[src/rtl/efp_pkg.sv]
`timescale 1ns / 1ps
`default_nettype none

package efp_pkg;

  localparam int unsigned CoordW   = 32;
  localparam int unsigned ProdW    = 64;
  localparam int unsigned NzW      = 34;
  localparam int unsigned CountW   = 16;
  localparam int unsigned GrayW    = 8;
  localparam int unsigned ColorW   = 3 * GrayW;
  localparam int unsigned DivW     = CountW + GrayW;
  localparam int unsigned DivStepW = $clog2(GrayW + 1);
  localparam int unsigned OutDataW = ((CountW + ColorW + 7) / 8) * 8;
  localparam int unsigned CfgIdxW  = 3;
  localparam int unsigned CfgDataW = 32;

  localparam logic [CfgIdxW-1:0] CfgRealOrigin = 3'd0;
  localparam logic [CfgIdxW-1:0] CfgImagOrigin = 3'd1;
  localparam logic [CfgIdxW-1:0] CfgRealStep   = 3'd2;
  localparam logic [CfgIdxW-1:0] CfgImagStep   = 3'd3;
  localparam logic [CfgIdxW-1:0] CfgMaxIter    = 3'd4;

  localparam logic signed [CoordW-1:0] RealOriginRst = 32'shE000_0000;
  localparam logic signed [CoordW-1:0] ImagOriginRst = 32'shF000_0000;
  localparam logic signed [CoordW-1:0] RealStepRst   = 32'sh0004_0000;
  localparam logic signed [CoordW-1:0] ImagStepRst   = 32'sh0004_0000;
  localparam logic [CountW-1:0]        MaxIterRst    = 16'd256;

  localparam logic signed [CoordW-1:0] CoordMax = 32'sh7FFF_FFFF;
  localparam logic signed [CoordW-1:0] CoordMin = 32'sh8000_0000;

endpackage

`default_nettype wire

[src/rtl/efp_mul.sv]
`timescale 1ns / 1ps
`default_nettype none

module efp_mul
  import efp_pkg::*;
(
  input  wire logic                     clk_i,
  input  wire logic signed [CoordW-1:0] a_i,
  input  wire logic signed [CoordW-1:0] b_i,
  output logic signed [ProdW-1:0]       p_o
);

  logic signed [ProdW-1:0] p_d;
  logic signed [ProdW-1:0] p_q;

  assign p_d = ProdW'(a_i) * ProdW'(b_i);

  always_ff @(posedge clk_i) begin
    p_q <= p_d;
  end

  assign p_o = p_q;

endmodule

`default_nettype wire

[src/rtl/efp_div.sv]
`timescale 1ns / 1ps
`default_nettype none

module efp_div
  import efp_pkg::*;
(
  input  wire logic              clk_i,
  input  wire logic              rst_ni,
  input  wire logic              start_i,
  input  wire logic [DivW-1:0]   dividend_i,
  input  wire logic [CountW-1:0] divisor_i,
  output logic                   done_o,
  output logic [GrayW-1:0]       quotient_o
);

  logic                busy_q;
  logic                done_q;
  logic [DivStepW-1:0] cnt_q;
  logic [CountW-1:0]   rem_q;
  logic [CountW-1:0]   rem_d;
  logic [GrayW-1:0]    dsh_q;
  logic [GrayW-1:0]    quo_q;
  logic [CountW:0]     trial;
  logic [CountW:0]     trial_sub;
  logic                fits;

  // The quotient never exceeds eight bits, so the upper dividend bits start
  // out as a remainder that is already below the divisor.
  assign trial     = {rem_q, dsh_q[GrayW-1]};
  assign trial_sub = trial - {1'b0, divisor_i};
  assign fits      = trial >= {1'b0, divisor_i};
  assign rem_d     = fits ? trial_sub[CountW-1:0] : trial[CountW-1:0];

  always_ff @(posedge clk_i or negedge rst_ni) begin
    if (!rst_ni) begin
      busy_q <= 1'b0;
      done_q <= 1'b0;
      cnt_q  <= '0;
    end else begin
      done_q <= 1'b0;
      if (start_i) begin
        busy_q <= 1'b1;
        cnt_q  <= DivStepW'(GrayW);
      end else if (busy_q) begin
        cnt_q <= cnt_q - DivStepW'(1);
        if (cnt_q == DivStepW'(1)) begin
          busy_q <= 1'b0;
          done_q <= 1'b1;
        end
      end
    end
  end

  always_ff @(posedge clk_i) begin
    if (start_i) begin
      rem_q <= dividend_i[DivW-1:GrayW];
      dsh_q <= dividend_i[GrayW-1:0];
      quo_q <= '0;
    end else if (busy_q) begin
      rem_q <= rem_d;
      dsh_q <= {dsh_q[GrayW-2:0], 1'b0};
      quo_q <= {quo_q[GrayW-2:0], fits};
    end
  end

  assign done_o     = done_q;
  assign quotient_o = quo_q;

endmodule

`default_nettype wire

[src/rtl/escape_time_fractal_pixel.sv]
`timescale 1ns / 1ps
`default_nettype none

// Escape-time fractal pixel engine.
// A request on the slave stream carries one pixel (column in the low bits,
// row above it). The block forms c = origin + index * step per axis in signed
// fixed point, iterates z := z*z - c from zero and reports the first step at
// which |z| reaches 2, or 0 if the iteration limit runs out. A gray level
// floor(255 * n / limit) is repeated in the three color bytes.
// All products go through one registered 32 x 32 multiplier. A pixel passes
// through setting up c, iterations of three products each, the gray divide
// and the load of the output register. The slave tready is high only while
// the engine is idle. The user must write registers through the cfg port only
// while the engine is idle; the block itself does not enforce this.
// The finished result sits in an output register until the master side takes
// it; a new pixel may be accepted meanwhile, and its result waits in the
// engine while the receiver stalls. Reset empties the output register, returns
// the engine to idle and loads the default view and a limit of 256.
module escape_time_fractal_pixel
  import efp_pkg::*;
#(
  parameter int unsigned COLUMN_BITS = 12,
  parameter int unsigned ROW_BITS    = 12,
  parameter int unsigned FRAC_BITS   = 28,
  localparam int unsigned InDataW    = ((COLUMN_BITS + ROW_BITS + 7) / 8) * 8
) (
  input  wire logic                clk_i,
  input  wire logic                rst_ni,
  input  wire logic                cfg_we_i,
  input  wire logic [CfgIdxW-1:0]  cfg_idx_i,
  input  wire logic [CfgDataW-1:0] cfg_wdata_i,
  input  wire logic                s_axis_tvalid_i,
  output logic                     s_axis_tready_o,
  // column, row
  input  wire logic [InDataW-1:0]  s_axis_tdata_i,
  output logic                     m_axis_tvalid_o,
  input  wire logic                m_axis_tready_i,
  // iteration_count, pixel_color
  output logic [OutDataW-1:0]      m_axis_tdata_o
);

  localparam logic [3:0] StIdle   = 4'd0;
  localparam logic [3:0] StCr     = 4'd1;
  localparam logic [3:0] StCi     = 4'd2;
  localparam logic [3:0] StCsat   = 4'd3;
  localparam logic [3:0] StCross  = 4'd4;
  localparam logic [3:0] StNewZ   = 4'd5;
  localparam logic [3:0] StRange  = 4'd6;
  localparam logic [3:0] StSqr    = 4'd7;
  localparam logic [3:0] StSum    = 4'd8;
  localparam logic [3:0] StGstart = 4'd9;
  localparam logic [3:0] StGwait  = 4'd10;
  localparam logic [3:0] StOut    = 4'd11;

  localparam logic signed [NzW-1:0] Two    = $signed(NzW'(1) << (FRAC_BITS + 1));
  localparam logic signed [NzW-1:0] NegTwo = -Two;
  localparam logic signed [ProdW-1:0] FourSq = $signed(ProdW'(1) << (2 * FRAC_BITS + 2));

  logic [3:0] state_q;

  logic signed [CoordW-1:0] real_origin_q;
  logic signed [CoordW-1:0] imag_origin_q;
  logic signed [CoordW-1:0] real_step_q;
  logic signed [CoordW-1:0] imag_step_q;
  logic [CountW-1:0]        max_iter_q;

  logic [COLUMN_BITS-1:0]   col_q;
  logic [ROW_BITS-1:0]      row_q;
  logic signed [CoordW-1:0] cr_q;
  logic signed [CoordW-1:0] ci_q;
  logic signed [CoordW-1:0] zr_q;
  logic signed [CoordW-1:0] zi_q;
  logic signed [ProdW-1:0]  diff_q;
  logic signed [ProdW-1:0]  sqr_q;
  logic signed [ProdW-1:0]  sqi_q;
  logic signed [NzW-1:0]    nr_q;
  logic signed [NzW-1:0]    ni_q;
  logic [CountW-1:0]        n_q;
  logic [CountW-1:0]        count_q;
  logic [GrayW-1:0]         gray_q;

  logic                     m_valid_q;
  logic [OutDataW-1:0]      m_data_q;

  logic signed [CoordW-1:0] mul_a;
  logic signed [CoordW-1:0] mul_b;
  logic signed [ProdW-1:0]  p;

  logic signed [CoordW-1:0] origin_sel;
  logic signed [ProdW-1:0]  csum;
  logic signed [CoordW-1:0] csat;
  logic signed [ProdW-1:0]  diff_sh;
  logic signed [ProdW-1:0]  cross_sh;
  logic signed [NzW-1:0]    nr_d;
  logic signed [NzW-1:0]    ni_d;
  logic                     out_range;
  logic signed [ProdW-1:0]  sq_sum;
  logic                     escaped;

  logic                     s_accept;
  logic                     out_load;
  logic                     div_start;
  logic                     div_done;
  logic [GrayW-1:0]         quotient;
  logic [DivW-1:0]          dividend;

  assign s_accept  = s_axis_tvalid_i && (state_q == StIdle);
  assign out_load  = (state_q == StOut) && (!m_valid_q || m_axis_tready_i);
  assign div_start = (state_q == StGstart);
  assign dividend  = {count_q, GrayW'(0)} - DivW'(count_q);

  always_comb begin
    mul_a = '0;
    mul_b = '0;
    unique case (state_q)
      StCr: begin
        mul_a = $signed(CoordW'(col_q));
        mul_b = real_step_q;
      end
      StCi: begin
        mul_a = $signed(CoordW'(row_q));
        mul_b = imag_step_q;
      end
      StCross: begin
        mul_a = zr_q;
        mul_b = zi_q;
      end
      StRange: begin
        mul_a = nr_q[CoordW-1:0];
        mul_b = nr_q[CoordW-1:0];
      end
      StSqr: begin
        mul_a = ni_q[CoordW-1:0];
        mul_b = ni_q[CoordW-1:0];
      end
      default: begin
        mul_a = '0;
        mul_b = '0;
      end
    endcase
  end

  efp_mul u_mul (
    .clk_i (clk_i),
    .a_i   (mul_a),
    .b_i   (mul_b),
    .p_o   (p)
  );

  efp_div u_div (
    .clk_i      (clk_i),
    .rst_ni     (rst_ni),
    .start_i    (div_start),
    .dividend_i (dividend),
    .divisor_i  (max_iter_q),
    .done_o     (div_done),
    .quotient_o (quotient)
  );

  assign origin_sel = (state_q == StCi) ? real_origin_q : imag_origin_q;
  assign csum       = p + ProdW'(origin_sel);

  always_comb begin
    if (csum > ProdW'(CoordMax)) begin
      csat = CoordMax;
    end else if (csum < ProdW'(CoordMin)) begin
      csat = CoordMin;
    end else begin
      csat = csum[CoordW-1:0];
    end
  end

  assign diff_sh  = diff_q >>> FRAC_BITS;
  assign cross_sh = (p <<< 1) >>> FRAC_BITS;
  assign nr_d     = $signed(diff_sh[NzW-1:0]) - NzW'(cr_q);
  assign ni_d     = $signed(cross_sh[NzW-1:0]) - NzW'(ci_q);

  assign out_range = (nr_q >= Two) || (nr_q <= NegTwo) || (ni_q >= Two) || (ni_q <= NegTwo);
  assign sq_sum    = sqr_q + p;
  assign escaped   = sq_sum >= FourSq;

  always_ff @(posedge clk_i or negedge rst_ni) begin
    if (!rst_ni) begin
      real_origin_q <= RealOriginRst;
      imag_origin_q <= ImagOriginRst;
      real_step_q   <= RealStepRst;
      imag_step_q   <= ImagStepRst;
      max_iter_q    <= MaxIterRst;
    end else if (cfg_we_i) begin
      unique case (cfg_idx_i)
        CfgRealOrigin: real_origin_q <= $signed(cfg_wdata_i);
        CfgImagOrigin: imag_origin_q <= $signed(cfg_wdata_i);
        CfgRealStep:   real_step_q   <= $signed(cfg_wdata_i);
        CfgImagStep:   imag_step_q   <= $signed(cfg_wdata_i);
        CfgMaxIter:    max_iter_q    <= cfg_wdata_i[CountW-1:0];
        default: begin
        end
      endcase
    end
  end

  always_ff @(posedge clk_i or negedge rst_ni) begin
    if (!rst_ni) begin
      state_q   <= StIdle;
      m_valid_q <= 1'b0;
    end else begin
      if (out_load) begin
        m_valid_q <= 1'b1;
      end else if (m_axis_tready_i) begin
        m_valid_q <= 1'b0;
      end
      unique case (state_q)
        StIdle: begin
          if (s_accept) begin
            state_q <= StCr;
          end
        end
        StCr:    state_q <= StCi;
        StCi:    state_q <= StCsat;
        StCsat:  state_q <= (max_iter_q == '0) ? StGstart : StCross;
        StCross: state_q <= StNewZ;
        StNewZ:  state_q <= StRange;
        StRange: state_q <= out_range ? StGstart : StSqr;
        StSqr:   state_q <= StSum;
        StSum: begin
          if (escaped || (n_q == max_iter_q)) begin
            state_q <= StGstart;
          end else begin
            state_q <= StCross;
          end
        end
        StGstart: state_q <= StGwait;
        StGwait: begin
          if (div_done) begin
            state_q <= StOut;
          end
        end
        StOut: begin
          if (out_load) begin
            state_q <= StIdle;
          end
        end
        default: state_q <= StIdle;
      endcase
    end
  end

  always_ff @(posedge clk_i) begin
    unique case (state_q)
      StIdle: begin
        if (s_accept) begin
          col_q <= s_axis_tdata_i[COLUMN_BITS-1:0];
          row_q <= s_axis_tdata_i[COLUMN_BITS+ROW_BITS-1:COLUMN_BITS];
        end
      end
      StCi: cr_q <= csat;
      StCsat: begin
        ci_q    <= csat;
        zr_q    <= '0;
        zi_q    <= '0;
        sqr_q   <= '0;
        sqi_q   <= '0;
        n_q     <= '0;
        count_q <= '0;
      end
      StCross: begin
        diff_q <= sqr_q - sqi_q;
        n_q    <= n_q + CountW'(1);
      end
      StNewZ: begin
        nr_q <= nr_d;
        ni_q <= ni_d;
      end
      StRange: begin
        if (out_range) begin
          count_q <= n_q;
        end
      end
      StSqr: sqr_q <= p;
      StSum: begin
        sqi_q <= p;
        zr_q  <= nr_q[CoordW-1:0];
        zi_q  <= ni_q[CoordW-1:0];
        if (escaped) begin
          count_q <= n_q;
        end else begin
          count_q <= '0;
        end
      end
      StGwait: begin
        if (div_done) begin
          gray_q <= (max_iter_q == '0) ? GrayW'(0) : quotient;
        end
      end
      default: begin
      end
    endcase
    if (out_load) begin
      m_data_q <= OutDataW'({gray_q, gray_q, gray_q, count_q});
    end
  end

  assign s_axis_tready_o = (state_q == StIdle);
  assign m_axis_tvalid_o = m_valid_q;
  assign m_axis_tdata_o  = m_data_q;

endmodule

`default_nettype wire

[config.mk]
export PLATFORM = sky130hd
export DESIGN_NAME = escape_time_fractal_pixel
export DESIGN_NICKNAME = d
export VERILOG_FILES = /design/src/rtl/efp_pkg.sv /design/src/rtl/efp_mul.sv /design/src/rtl/efp_div.sv /design/src/rtl/escape_time_fractal_pixel.sv
export SDC_FILE = /design/constraint.sdc
export NUM_CORES = 2
export LEC_CHECK = 0
export BUFFER_PORTS_ARGS = -buffer_cell sky130_fd_sc_hd__buf_4
export CAP_MARGIN = 20
export CELL_PAD_IN_SITES_DETAIL_PLACEMENT = 0
export CELL_PAD_IN_SITES_GLOBAL_PLACEMENT = 1
export CORE_UTILIZATION = 25
export CTS_BUF_LIST = sky130_fd_sc_hd__clkbuf_8
export DETAILED_ROUTE_END_ITERATION = 8
export GPL_TIMING_DRIVEN = 0
export HOLD_SLACK_MARGIN = 0.03
export PLACE_DENSITY_LB_ADDON = 0.1
export SETUP_SLACK_MARGIN = 0.2
export SLEW_MARGIN = 20
export SYNTH_ARGS = -nofsm -noshare
export SYNTH_HDL_FRONTEND = slang
export SYNTH_SLANG_ARGS = --single-unit
[constraint.sdc]
create_clock -name clk_i -period 27.7 [get_ports clk_i]
set_input_delay 1.385 -clock clk_i [delete_from_list [all_inputs] [get_ports clk_i]]
set_output_delay 1.385 -clock clk_i [all_outputs]
set_load 0.01 [all_outputs]
# == Word level (Yosys, flattened, before mapping) ==
# Cells that the tools add are included.
# word_totals
ff_bits,739
latchBits,0
ramBits,0
mem_bits_ro,0
input_bits,64
out_inout_bits,42
elab_cells,129
memories,0
# classes
addsub,9
mul,1
div_mod_pow,0
n_lt_le_gt_ge,8
eq_ne,21
n_shift,0
n_mux,35
bitwise_logic,0
n_reduce_logical,26
# op_table
op,n
32-bit case mux with 5 select lines,2
32-bit case mux with 2 select lines,2
64-bit case mux with 2 select lines,1
62-bit case mux with 2 select lines,1
32-bit two-way mux,3
16-bit two-way mux,5
34-bit by 31-bit greater-or-equal comparator with 1-bit output (second input constant),2
34-bit by 30-bit less-or-equal comparator with 1-bit output (second input constant),2
34-bit by 32-bit subtractor with 34-bit output,2
64-bit by 32-bit adder with 64-bit output,1
64-bit adder,1
64-bit by 60-bit greater-or-equal comparator with 1-bit output (second input constant),1
64-bit by 32-bit > comparator with 1-bit output (second input constant),1
64-bit by 32-bit less-than comparator with 1-bit output (second input constant),1
32-bit by 32-bit multiplier with 64-bit output,1
62-bit subtractor,1
16-bit case mux with 3 select lines,1
4-bit case mux with 12 select lines,1
4-bit two-way mux,8
16-bit case mux with 2 select lines,1
24-bit by 16-bit subtractor with 24-bit output,1
17-bit by 16-bit greater-or-equal comparator with 1-bit output,1
16-bit by 1-bit adder with 16-bit output (second input constant),1
16-bit equality test,1
other kinds (23),58

# == Longest topological paths before layout ==
# logic_depth
word_depth,6
mapped_depth,42
ltp_nobuf,36

# == Cells and area by module ==
# A second synthesis with hierarchy kept.
# unflattened
cells_unflattened,7735
hier_area_um2,76641.0
# by_module_without_submodules
mod,instances,cells_each,area_each_um2,seq_area_each_um2
efp_mul,1,4112,38129.1,1281.2
escape_time_fractal_pixel,1,3339,35766.8,17073.9
efp_div,1,284,2745.1,1031.0

# == Worst setup path before layout ==
# No wires, ideal clock.
# synth_timing
kind,reg-to-reg
startpoint,register state_q[3]
endpoint,register u_mul.p_q[63] (netlist: u_mul.p_o[63])
setup_time_ns,0.072
arrival_time_ns,10.319
required_ns,27.628
slack_ns,17.309
stages_incl_launch_ff,42
path_buffers,7
synth_period_minus_slack_ns,10.391
path_cell_list,dfrtp_1 clkbuf_1 nand2b_1 clkbuf_1 nand2b_1 clkbuf_1 inv_1 clkbuf_1 clkbuf_1 buf_1 nand2_1 nand2_1 clkbuf_1 nand2_1 fa_1 fa_1 inv_1 fa_1 (+6 left out) inv_1 fa_1 inv_1 ha_1 inv_1 o21bai_1 a21oi_1 o21ai_0 nor2_1 o311a_1 nor2_1 a41oi_1 a21oi_1 a221o_1 a211oi_1 o21bai_1 a21oi_1 xnor2_1
# synth_between
elab_chain_len,3
elab_cells_between_ends,8
cone_classes,mul (1); eq/ne (5); mux (2)
# synth_lines
item,line,text
"start, declared",escape_time_fractal_pixel.sv:59,logic [3:0] state_q;
"start signal, assigned",escape_time_fractal_pixel.sv:204,state_q <= StIdle;
"start signal, assigned",escape_time_fractal_pixel.sv:215,state_q <= StCr;
"start signal, assigned",escape_time_fractal_pixel.sv:218,StCr: state_q <= StCi;
4-bit by 3-bit equality test with 1-bit output (tied with other cells),escape_time_fractal_pixel.sv:115,unique case (state_q)
32-bit case mux with 5 select lines,escape_time_fractal_pixel.sv:115,
32-bit by 32-bit multiplier with 64-bit output (*),efp_mul.sv:16,assign p_d = ProdW'(a_i) * ProdW'(b_i);
via u_mul.p_d[63],efp_mul.sv:13,logic signed [ProdW-1:0] p_d;
"end signal, assigned",efp_mul.sv:19,p_q <= p_d;
"end, declared",efp_mul.sv:14,logic signed [ProdW-1:0] p_q;
# Mark *: on every way through the listed nets, which the timed path passes. The rest lies on a longest branch.
# A chain may end at the register's enable or synchronous reset.

# == Worst setup path after layout ==
# layout_timing
startpoint,register state_q[3]
endpoint,register u_mul.p_q[56] (netlist: u_mul.p_o[56])
# The elaborated chain is that of the path after synthesis.

==> reports/metrics.yaml <==
dp_cells: 11500
die_area_um2: 297000
post_synth_instance_area_um2: 73700
report.final.setup_viol: 0
number_of_clock_sinks: 695
cts_max_level: 4
detail_route.first_pass.iterations: 7
critical_path.startpoint_type: "flop"
fin_worst_skew_ns: 0.110
gp_congestion: 0.889
vias_per_cell: 4.60
max-slew-margin-rel_pct: 6.73
initial_utilization_pct: 25.2
cts_hold_repair.buffers: 0
rsz_0062_raised_after_global_routing: "false"
final-max-slew-violation-count: 0
cts_tree: "built"
cap_violations: 0
utilization_after_layout_pct: 28.4
finalCritPeriodShare_pct: 52.7
numPortBuffers: 105
insertion_delay_ns: 0.90
outcome: "completed"
layout.cell_area.non_filler_um2: 83100
synth_largest_area_cell: "sky130_fd_sc_hd__fa_1"
post_synth.cell_area_avg_um2: 9.93
die_width_um: 545
setup_tns_after_final_layout_ns: 0
netlist_top_cells_area: "sky130_fd_sc_hd__fa_1 30%, sky130_fd_sc_hd__edfxtp_1 19%, sky130_fd_sc_hd__ha_1 7.9%"
worst_slew_pin_slew_ns: 1.39
drc_errors: 0
post-synth-top-area-fraction_pct: 29.5
async_reset_ff_share_pct: 22.3
synthesis.instances: 7422
synth-main-ff-cell: "sky130_fd_sc_hd__edfxtp_1"
drtAntennaViolNets: 0
synth.lib_cells_used.distinct: 99
met3RoutedLength_mm: 12.7
die_height_um: 545
maximum_number_of_pins_on_one_net_before_global_route_repair: 55
dr.first_iter.drc_count: 3588
cp_data_required_time_ns: 28.51
type_of_element_capturing_the_critical_path: "flop"
report.final.hold_viol_count: 0
area.sequential_um2: 19400
gr-total-overflow: 0
hpwl_mm: 267
clock_path_buffers: 4
route.top_layer_used: "met5"
grt_antenna_before_repair: 33
synth.ff_latch_count: 695
number_of_global_route_vias_before_repair: 57500
area_growth_pct: 12.7
wl_met1_mm: 148
synth_warnings: 0
first_pass_grt_wire_length_mm: 447
core_region_area_um2: 292000
final_cell_count_no_fill: 11700
synth_enable_flop_cells: 468
finalWirelength_mm: 317
footprint_of_the_multi_input_gates_um2: 48600
synth.yosys.seq_area_share_pct: 26.3
drive_gt1_share_pct: 8.41
core.rowCount: 198
post_cts_buffers: 0
worst_path_most_repeated_cell: "sky130_fd_sc_hd__clkbuf_1"
worst_setup_hold_path_clk_slew_ns: 0.06
global_route.usage.total_pct: 21.5
layout_min_cycle_time_ns: 14.59
critical_path.max_fanout: 10
dpl-instance-area_um2: 80200
num_io_pins: 106
cts-buffers-inserted: 141
clk_root_buffer_cell: "sky130_fd_sc_hd__clkbuf_8"
route.met2.wl_mm: 146
via_count: 54000
max_stage_delay_ns: 0.98
wl_per_cell_um: 27.0
synthesis.nets: 9037
post_cts.resized_instances: 0
timing.setup.critical_path_class: "flop to flop"
worst_path_max_delay_cell: "sky130_fd_sc_hd__a211oi_1"
num-fill-cells: 31100
hold_path_class: "flop to flop"
fmax_mhz: 68.5
cp.arrival_ns: 15.40
nNetsFinal: 9325
==> Yosys cell counts (20+ instances only) <==
| master | instances |
|---|---|
| sky130_fd_sc_hd__dfrtp_1 | 145 |
| sky130_fd_sc_hd__nand2b_1 | 37 |
| sky130_fd_sc_hd__nor4_1 | 33 |
| sky130_fd_sc_hd__a22oi_1 | 35 |
| sky130_fd_sc_hd__inv_1 | 1192 |
| sky130_fd_sc_hd__o21bai_1 | 39 |
| sky130_fd_sc_hd__a31oi_1 | 35 |
| sky130_fd_sc_hd__o211ai_1 | 20 |
| sky130_fd_sc_hd__mux2_2 | 166 |
| sky130_fd_sc_hd__nor3_1 | 61 |
| sky130_fd_sc_hd__clkbuf_1 | 275 |
| sky130_fd_sc_hd__o21a_1 | 56 |
| sky130_fd_sc_hd__and2_1 | 126 |
| sky130_fd_sc_hd__a211oi_1 | 30 |
| sky130_fd_sc_hd__xnor2_1 | 162 |
| sky130_fd_sc_hd__nor2_1 | 714 |
| sky130_fd_sc_hd__nand3_1 | 63 |
| sky130_fd_sc_hd__nand4_1 | 83 |
| sky130_fd_sc_hd__nand2_1 | 821 |
| sky130_fd_sc_hd__dfxtp_1 | 72 |
| sky130_fd_sc_hd__a21o_1 | 161 |
| sky130_fd_sc_hd__and3_1 | 162 |
| sky130_fd_sc_hd__or3_1 | 23 |
| sky130_fd_sc_hd__buf_1 | 30 |
| sky130_fd_sc_hd__xor2_1 | 100 |
| sky130_fd_sc_hd__and4_1 | 38 |
| sky130_fd_sc_hd__o21ai_1 | 25 |
| sky130_fd_sc_hd__edfxtp_1 | 468 |
| sky130_fd_sc_hd__nor2b_1 | 35 |
| sky130_fd_sc_hd__fa_1 | 1087 |
| sky130_fd_sc_hd__a21oi_1 | 248 |
| sky130_fd_sc_hd__ha_1 | 464 |
| sky130_fd_sc_hd__o21ai_0 | 149 |
==> logic make-up after synthesis <==
kind of cell / share of synthesized area, %
simple gates: 14.0
fa+ha+maj: 37.4
buf+inv: 7.92
compound gates: 8.54
flops: 26.3
xor+xnor: 3.15
mux: 2.69
==> state kept, by name, indices dropped and copies added (netlist names), 12 cells and up <==
register        count
real_origin_q      32
m_axis_tdata_o     24
zi_q               32
diff_q             34
col_q              12
imag_origin_q      32
ni_q               34
count_q            16
cr_q               32
sqi_q              62
real_step_q        32
imag_step_q        32
zr_q               32
u_mul.p_o          64
sqr_q              64
nr_q               34
max_iter_q         16
row_q              12
n_q                16
ci_q               32
u_div.rem_q        16
==> placed cells by master, fill, tap and decap left out, types with 145 or more instances in the layout <==
cell / n
sky130_fd_sc_hd__dfrtp_1: 145
sky130_fd_sc_hd__a21oi_1: 248
sky130_fd_sc_hd__clkbuf_1: 245
sky130_fd_sc_hd__o21ai_0: 149
sky130_fd_sc_hd__clkbuf_8: 165
sky130_fd_sc_hd__edfxtp_1: 468
sky130_fd_sc_hd__xnor2_1: 156
sky130_fd_sc_hd__nor2_1: 711
sky130_fd_sc_hd__and3_1: 162
sky130_fd_sc_hd__nand2_1: 820
sky130_fd_sc_hd__mux2_2: 166
sky130_fd_sc_hd__a21o_1: 161
sky130_fd_sc_hd__fa_1: 1086
sky130_fd_sc_hd__ha_1: 464
sky130_fd_sc_hd__inv_1: 1229
==> per-stage QoR <==
stage                     setup WS [ns]  hold slack (ns)
after detailed placement          13.21            0.406
after global routing              12.56            0.424
after CTS                         13.20            0.391
final                             13.11            0.409
after global placement            11.23            0.402
after floorplan                   17.31            0.400
==> worst paths after layout <==
check                                         from                            end  slack, ns  cells after the start
hold / removal             gray_q[7]$_SDFFCE_PN0P_   m_axis_tdata_o[31]$_DFFE_PP_       0.41                      0
max in group asynchronous                   rst_ni    imag_step_q[18]$_DFFE_PN1P_      26.17                      3
min in group asynchronous                   rst_ni  imag_origin_q[26]$_DFFE_PN0P_       0.48                      1
setup reg to reg            state_q[3]$_DFFE_PN0P_          u_mul.p_o[56]$_DFF_P_      13.11                     39
hold reg to reg            gray_q[7]$_SDFFCE_PN0P_   m_axis_tdata_o[31]$_DFFE_PP_       0.41                      0
setup / recovery            state_q[3]$_DFFE_PN0P_          u_mul.p_o[56]$_DFF_P_      13.11                     39
==> critical path, delay by kind of cell, from the launching register on <==
family / cells / cell delay, ns
xor gates and xnor gates: 1 / 0.20
adders and majority gates: 9 / 3.86
AOI/OAI and AO/OA: 12 / 4.13
and+or+nand+nor: 6 / 2.21
DFF: 1 / 0.35
buffers and inverters: 11 / 3.76
==> per-layer routing <==
layer	global-route usage [%]	up-vias
li1	-	24700
met1	30.0	27900
met2	35.1	1139
met3	2.70	283
met4	5.58	6
met5	0	-
==> cell type report <==
class / instances / area share, %
well taps: 3900 / 5.87
clock inverters: 79 / 0.649
multi-input cells: 5199 / 58.5
repair buffers: 145 / 1.71
clock buffers: 165 / 2.73
inverters: 1193 / 5.39
diodes: 30 / 0.0904
plain buffers: 335 / 1.69
flip-flops and latches: 695 / 23.3
Power is left out: the tool's default activity adds up to more than one toggle a clock period on the data nets, which glitch-free logic cannot reach.
